**config.mk**
```make
export PLATFORM = sky130hd
export DESIGN_NAME = rhb_front
export DESIGN_NICKNAME = d
export VERILOG_FILES = /design/src/rtl/core/rhb_pkg.sv /design/src/rtl/core/rhb_front.sv
export SDC_FILE = /design/constraint.sdc
export NUM_CORES = 1
export LEC_CHECK = 0
export BUFFER_PORTS_ARGS = -buffer_cell sky130_fd_sc_hd__buf_2
export CORE_UTILIZATION = 52
export CTS_BUF_LIST = sky130_fd_sc_hd__clkbuf_8
export DETAILED_ROUTE_END_ITERATION = 8
export PLACE_DENSITY_LB_ADDON = 0.1
export REMOVE_ABC_BUFFERS = 1
export SLEW_MARGIN = 20
export SYNTH_ARGS = -nofsm -noshare
export SYNTH_HDL_FRONTEND = slang
export SYNTH_SLANG_ARGS = --single-unit
```
**constraint.sdc**
```tcl
create_clock -name clk -period 1.8 [get_ports clk]
set_input_delay 0.09 -clock clk [delete_from_list [all_inputs] [get_ports clk]]
set_output_delay 0.09 -clock clk [all_outputs]
set_load 0.02 [all_outputs]
```
**src/rtl/core/rhb_pkg.sv**
```systemverilog
`timescale 1ns / 1ps
// ----------------------------------------------------------------------------
// rhb_pkg
// Shared types, register indexes and helper functions of the color histogram.
// ----------------------------------------------------------------------------
package rhb_pkg;

  localparam logic [1:0] REG_RED_SHIFT   = 2'd0;
  localparam logic [1:0] REG_GREEN_SHIFT = 2'd1;
  localparam logic [1:0] REG_BLUE_SHIFT  = 2'd2;

  localparam logic       KIND_PIXEL = 1'b0;
  localparam logic       KIND_NEXT  = 1'b1;

  localparam logic [3:0]  SHIFT_RESET   = 4'd4;
  localparam logic [3:0]  SHIFT_TOP     = 4'd8;
  localparam logic [12:0] OCC_MAX       = 13'h1FFF;
  localparam logic [31:0] PIX_MAX       = 32'hFFFF_FFFF;
  localparam logic [31:0] OUT_COUNT_MAX = 32'h00FF_FFFF;

  typedef struct packed {
    logic       kind;
    logic [7:0] red;
    logic [7:0] green;
    logic [7:0] blue;
  } in_item_t;

  typedef struct packed {
    logic        found;
    logic [7:0]  red_center;
    logic [7:0]  green_center;
    logic [7:0]  blue_center;
    logic [23:0] bin_count;
    logic [12:0] occupied_total;
    logic [31:0] pixel_total;
  } out_item_t;

  typedef struct packed {
    logic [3:0] red;
    logic [3:0] green;
    logic [3:0] blue;
  } shift_cfg_t;

  function automatic logic [3:0] eff_shift(input logic [3:0] s, input logic [3:0] min_s);
    logic [3:0] r;
    r = s;
    if (r < min_s) r = min_s;
    if (r > SHIFT_TOP) r = SHIFT_TOP;
    return r;
  endfunction

  function automatic logic [7:0] centre_of(input logic [7:0] idx, input logic [3:0] s);
    logic [15:0] t;
    t = ({8'd0, idx} << s) + (16'd1 << (s - 4'd1));
    return t[7:0];
  endfunction

endpackage

```
**src/rtl/core/rhb_front.sv**
```systemverilog
`timescale 1ns / 1ps
// ----------------------------------------------------------------------------
// rhb_front
// Accepts requests, forms the bin address and queues them for the back end.
// ----------------------------------------------------------------------------
module rhb_front #(
  parameter int MIN_SHIFT = 4
) (
  input  logic                          clk,
  input  logic                          rst,
  input  logic                          in_valid,
  output logic                          in_stall,
  input  rhb_pkg::in_item_t             in_data,
  input  rhb_pkg::shift_cfg_t           shifts,
  input  logic                          hold,
  output logic                          q_valid,
  input  logic                          q_pop,
  output logic                          q_kind,
  output logic [3*(8-MIN_SHIFT)-1:0]    q_addr
);

  localparam int IDX_BITS = 8 - MIN_SHIFT;
  localparam int ADDR_W   = 3 * IDX_BITS;
  localparam int QDEPTH   = 4;
  localparam int QPTR_W   = 2;

  logic              kinds [QDEPTH];
  logic [ADDR_W-1:0] addrs [QDEPTH];
  logic [QPTR_W-1:0] wr_ptr;
  logic [QPTR_W-1:0] rd_ptr;
  logic [QPTR_W:0]   count;
  logic              push;
  logic              pop;
  logic [7:0]        r_idx;
  logic [7:0]        g_idx;
  logic [7:0]        b_idx;
  logic [ADDR_W-1:0] addr;

  always_comb begin
    r_idx = in_data.red   >> shifts.red;
    g_idx = in_data.green >> shifts.green;
    b_idx = in_data.blue  >> shifts.blue;
    addr  = {r_idx[IDX_BITS-1:0], g_idx[IDX_BITS-1:0], b_idx[IDX_BITS-1:0]};
  end

  assign in_stall = hold || (count == (QPTR_W+1)'(QDEPTH));
  assign push     = in_valid && !in_stall;
  assign q_valid  = (count != '0);
  assign pop      = q_pop && q_valid;
  assign q_kind   = kinds[rd_ptr];
  assign q_addr   = addrs[rd_ptr];

  always_ff @(posedge clk) begin
    if (push) begin
      kinds[wr_ptr] <= in_data.kind;
      addrs[wr_ptr] <= addr;
    end
  end

  always_ff @(posedge clk) begin
    if (rst) begin
      wr_ptr <= '0;
      rd_ptr <= '0;
      count  <= '0;
    end else begin
      if (push) wr_ptr <= wr_ptr + 1'b1;
      if (pop)  rd_ptr <= rd_ptr + 1'b1;
      unique case ({push, pop})
        2'b10:   count <= count + 1'b1;
        2'b01:   count <= count - 1'b1;
        default: count <= count;
      endcase
    end
  end

  a_count_bound: assert property (@(posedge clk) disable iff (rst)
    count <= (QPTR_W+1)'(QDEPTH))
    else $error("queue count beyond depth");

endmodule

```
# Yosys cells after proc, flatten, opt, wreduce, memory -nomap -nowiden
# Memories as Yosys holds them, arrays and structs flattened. A register that Yosys moved wholly into a read port is not among the register bits.
# Index checks and enable logic that the tools add are counted.
# op_classes
addsub	4
multipliers	0
div_mod_pow	0
magnitude_cmp	0
n_eq_ne	3
shifts	3
muxes	7
bitwise	0
reduce_logical	6
# ops
operator	n
8-bit by 4-bit >> shifter with 4-bit output	3
2-bit two-way mux	4
3-bit one-hot mux with 2 select lines	1
2-bit by 1-bit adder with 2-bit output, second input constant	2
3-bit by 1-bit adder with 3-bit output, second input constant	1
3-bit equality test, second input constant	1
3-bit nonzero test	1
3-bit by 1-bit subtractor with 3-bit output, second input constant	1
2-bit by 1-bit equality test with 1-bit output, second input constant	1
2-bit equality test, second input constant	1
1-bit logical AND	2
1-bit two-way mux	2
2-bit nonzero test	1
1-bit zero test	1
1-bit logical OR	1
# word_totals
register_bits	7
latch_bits	0
ramBits	52
romBits	0
in_bits	42
output_inout_bits	15
elab_cells	28
mem_count	2
# mem_list
name	words	word_bits	read_ports	rd_clocked_by_memory_dff	write_ports	line_no	text
addrs	4	12	1	1	1	rhb_front.sv:28	logic [ADDR_W-1:0] addrs [QDEPTH];
kinds	4	1	1	1	1	rhb_front.sv:27	logic kinds [QDEPTH];

# Logic depth before layout (Yosys ltp)
# logic_depth
word_depth	6
ltp_mapped	9
mapped_depth_nobuf	9

# Least setup slack after synthesis
# No wires, ideal clock.
# synth_timing
path_kind	reg2reg
startpoint	register count[1]
endpoint	register count[2]
setup_ps	70
arrival_time_ps	1812
t_required_ps	1730
path_slack_ps	-82
stages_incl_launch_ff	10
path_buffers	0
period_less_slack_ps	1882
cell_sequence	dfxtp_1 > nor2_2 > a211oi_4 > inv_1 > ha_1 > inv_1 > fa_1 > xor2_1 > or3_1 > a21oi_1
# synth_via
elab_chain_len	6
elab_cells_between_ends	12
classes_between	2 x add/sub; 3 x eq/ne; 1 x mux; 6 x reduce/logical
# synth_rtl
element	line_no	text
start: declaration	rhb_front.sv:31	logic [QPTR_W:0] count;
start signal: assignment	rhb_front.sv:69	2'b10: count <= count + 1'b1;
start signal: assignment	rhb_front.sv:70	2'b01: count <= count - 1'b1;
start signal: assignment	rhb_front.sv:71	default: count <= count;
3-bit equality test	rhb_front.sv:46	assign in_stall = hold || (count == (QPTR_W+1)'(QDEPTH));
1-bit logical OR	rhb_front.sv:46	
1-bit zero test	rhb_front.sv:47	assign push = in_valid && !in_stall;
1-bit logical AND	rhb_front.sv:47	
2-bit by 1-bit equality test with 1-bit output / 2-bit equality test (equally long branches)	rhb_front.sv:68	unique case ({push, pop})
3-bit one-hot mux with 2 select lines / 2-bit nonzero test (equally long branches)	--	
# Several ways; a longest one is shown, not always the timed one.
# A chain may end at the register's enable or synchronous reset.

# Final worst setup path
# Same ends and word-level chain as after synthesis.

==> results.toml <==
[finish]
final-seq-area_um2 = 1750
fin_nets = 310
final_util_pct = 67.3
syn_to_final_growth_pct = 22.7
stdcell_count = 339
diodes = 0
drive_gt1_share_pct = 45.7
multi_input_area_um2 = 1220
n_fill_cell = 413

[critical_path]
path_class = "flip-flop to flip-flop"
ff2ff_setup_slack_ps = 3
cp_max_fo = 3
arrival_ps = 2060
end_kind = "flip-flop"
required_ps = 2060
cpMaxStageDelayCell = "dfxtp_2"
max_stage_delay_ps = 340
worst-r2r-cell-count = 9
r2r_end = "count[2]"
startpoint_type = "flip-flop"
path_delay_family = "adder cells"
worstReg2RegStart = "count[1]"
path_cells = "nor2_4 > a211oi_4 > inv_1 > ha_2 > inv_2 > fa_2 > xor2_1 > or3_1 > a21oi_1"
crit_buf_inv = 2
crit_cells = 9

[die]
coreArea_um2 = 5570
ios = 57
die_height_um = 78.7
num_rows = 27
start_util_pct = 54.8
die_x_um = 78.7
design.die.area_um2 = 6190

[sta]
max_freq_ghz = 0.557
hold_viol_final = 0
min_period_ps = 1800
clock_skew_ps = 4.81
setup_viol_count_final = 0
tns_ps = 0
rsz0062_at_grt = "yes"
slew_viol_final = 0
timing.final.crit_share_pct = 99.8
hold_slack_ps = 46.1
relSlewSlack_pct = 54.1
tightest_slew_ps = 679

[worst_hold_path]
hold_end = "count[2]"
holdCritStartpoint = "rst"
hp-class = "input pin to flip-flop"
whs_path_depth = 2

[routing]
route.detailed.wl_per_inst_um = 16.3
drt_iter0_markers = 109
vias = 1890
viasPerCell = 5.58
drt_wl_total_um = 5530
antenna_left = 0
firstDrtPassIters = 4
drc = 0

[clocking]
clkLatencyLatePin_ps = 330
cts-root-buf = "clkbuf_8"
numCtsBuffers = 9
cts_sinks = 61
cts_tree = "done"
cts_buffer_depth = 2
clkTransAtPathRegs_ps = 60
cts.htree.levels = 3

[global_routing]
grt_usage_pct = 20.8
first_global_vias = 1958
grt_use_met2_pct = 36.2
gr-usage-met3_pct = 5.58
antenna_found_initial = 0
grt_util_met1_pct = 23.9
grt_pass1_wl_um = 9390
busiest_layer = "met2"
overflow = 0
grt_max_degree = 14

[outcome]
status = "complete, no violations"

[yosys]
yosysUniqueCellTypes = 30
syn_area_um2 = 3060
seq_area_frac_synth_pct = 57.0
ys_ff_latch = 61
syn_avg_cell_area_um2 = 15.9
yosys_warnings = 0
netlist_instances = 192

[placement]
dp_cells = 322
dpl.hpwl_um = 3990
io_buffers = 56
gp_routability_congestion = 0.781

[pwr]
power_density_nw_per_um2 = 1080
p_total_mw = 4.07
leakage_nw = 1.42
ir_worst_vdd_v = 0.000962

[job]
max_cap_violations = 0
-- cell usage after synthesis (all sizes together) --
| library cell | n | area share [%] |
|---|---|---|
| a211oi | 1 | 0.66 |
| a21o | 1 | 0.25 |
| a21oi | 5 | 0.82 |
| and2 | 4 | 0.82 |
| buf | 10 | 2.0 |
| clkbuf | 2 | 0.25 |
| dfxtp | 9 | 5.9 |
| edfxtp | 52 | 51 |
| fa | 1 | 0.66 |
| ha | 5 | 2.0 |
| inv | 10 | 1.2 |
| mux2 | 1 | 0.49 |
| mux2i | 10 | 3.3 |
| mux4 | 28 | 21 |
| nand2 | 3 | 0.37 |
| nand2b | 5 | 1.0 |
| nand3 | 3 | 0.49 |
| nand3b | 3 | 0.74 |
| nor2 | 21 | 2.7 |
| nor3 | 3 | 0.49 |
| o211a | 3 | 0.98 |
| o21ai | 1 | 0.16 |
| o311ai | 1 | 0.29 |
| o31a | 1 | 0.29 |
| o41ai | 3 | 0.86 |
| or3 | 2 | 0.41 |
| xnor2 | 1 | 0.29 |
| xor2 | 3 | 0.86 |
-- cell usage in the layout, fill, tap and decap left out, types with 5 or more instances in the layout --
| master | instances |
|---|---|
| nand2b_1 | 5 |
| clkbuf_8 | 12 |
| buf_4 | 8 |
| buf_12 | 6 |
| buf_2 | 56 |
| edfxtp_1 | 52 |
| a21oi_1 | 5 |
| mux4_2 | 28 |
| dfxtp_1 | 6 |
| nor2_1 | 20 |
| inv_1 | 9 |
| mux2i_1 | 10 |
-- worst register-to-register path: cells and delay by family (launching register included) --
kind / cells / cell delay, ps
adder cells (fa/ha/maj): 2 / 500
buffers and inverters: 2 / 100
flip-flops: 1 / 340
AO/OA/AOI/OAI: 2 / 190
XOR/XNOR: 1 / 150
AND/OR/NAND/NOR: 2 / 430
-- metrics by stage --
stage | worst slack [ps] | area (µm²)
6_report | 3.45 | 3750
5_1_grt | -106 | 3750
4_1_cts | -6.52 | 3750
3_5_place_dp | -112 | 3540
3_3_place_gp | -54.5 | 3540
2_1_floorplan | -81.5 | 2990
-- cell families after synthesis --
logic type	after synthesis	share of synthesized area, %
AOI/OAI and AO/OA	16	4.30
adders and majority gates	6	2.70
muxes	39	24.4
DFF	61	57.0
and+or+nand+nor	44	7.00
xor gates and xnor gates	4	1.15
buffers and inverters	22	3.44
-- worst max path at each step --
stage / start / end / slack, ps
6_report: count[1] / count[2] / 3
5_1_grt: count[1] / count[2] / -110
4_1_cts: count[0] / count[2] / -7
3_5_place_dp: count[1] / count[2] / -110
3_3_place_gp: count[1] / count[2] / -50
2_1_floorplan: count[1] / count[2] / -80
-- state kept, by name (all words and copies together) (netlist names), named ones only --
name / flops
addrs: 48
count: 3
kinds: 4
wr_ptr: 2
rd_ptr: 2
-- repair_timing --
| item | in CTS | in global routing |
|---|---|---|
| hold endpoints to repair | 4 | 0 |
| gates resized for setup | 7 | 0 |
| pin swaps | 2 | 1 |
| buffers inserted | 0 | 0 |
| hold buffers | 1 | 0 |
| setup endpoints to repair | 1 | 1 |
-- metal layers --
layer | share of wire, % | up-vias
met3 | 4.2 | 9
met4 | 1.7 | 0
met1 | 40 | 942
li1 | - | 890
met5 | 0 | -
met2 | 54 | 49
-- cell type report --
type,count,share of cell area [%]
clock buffer,12,4.41
clock inverter,4,0.567
inverter,10,1.00
timing repair buffer,71,12.6
tap,72,2.40
sequential,61,46.6
multi-input combinational,109,32.5
-- power breakdown --
part	leakage (nW)	internal [mW]	switching, mW
sequential	0.556	1.65	0.0654
clock	0.0958	0.602	0.483
combinational	0.769	0.633	0.633
total	1.42	2.88	1.18
Note: power is estimated with default switching activity, not from simulation.
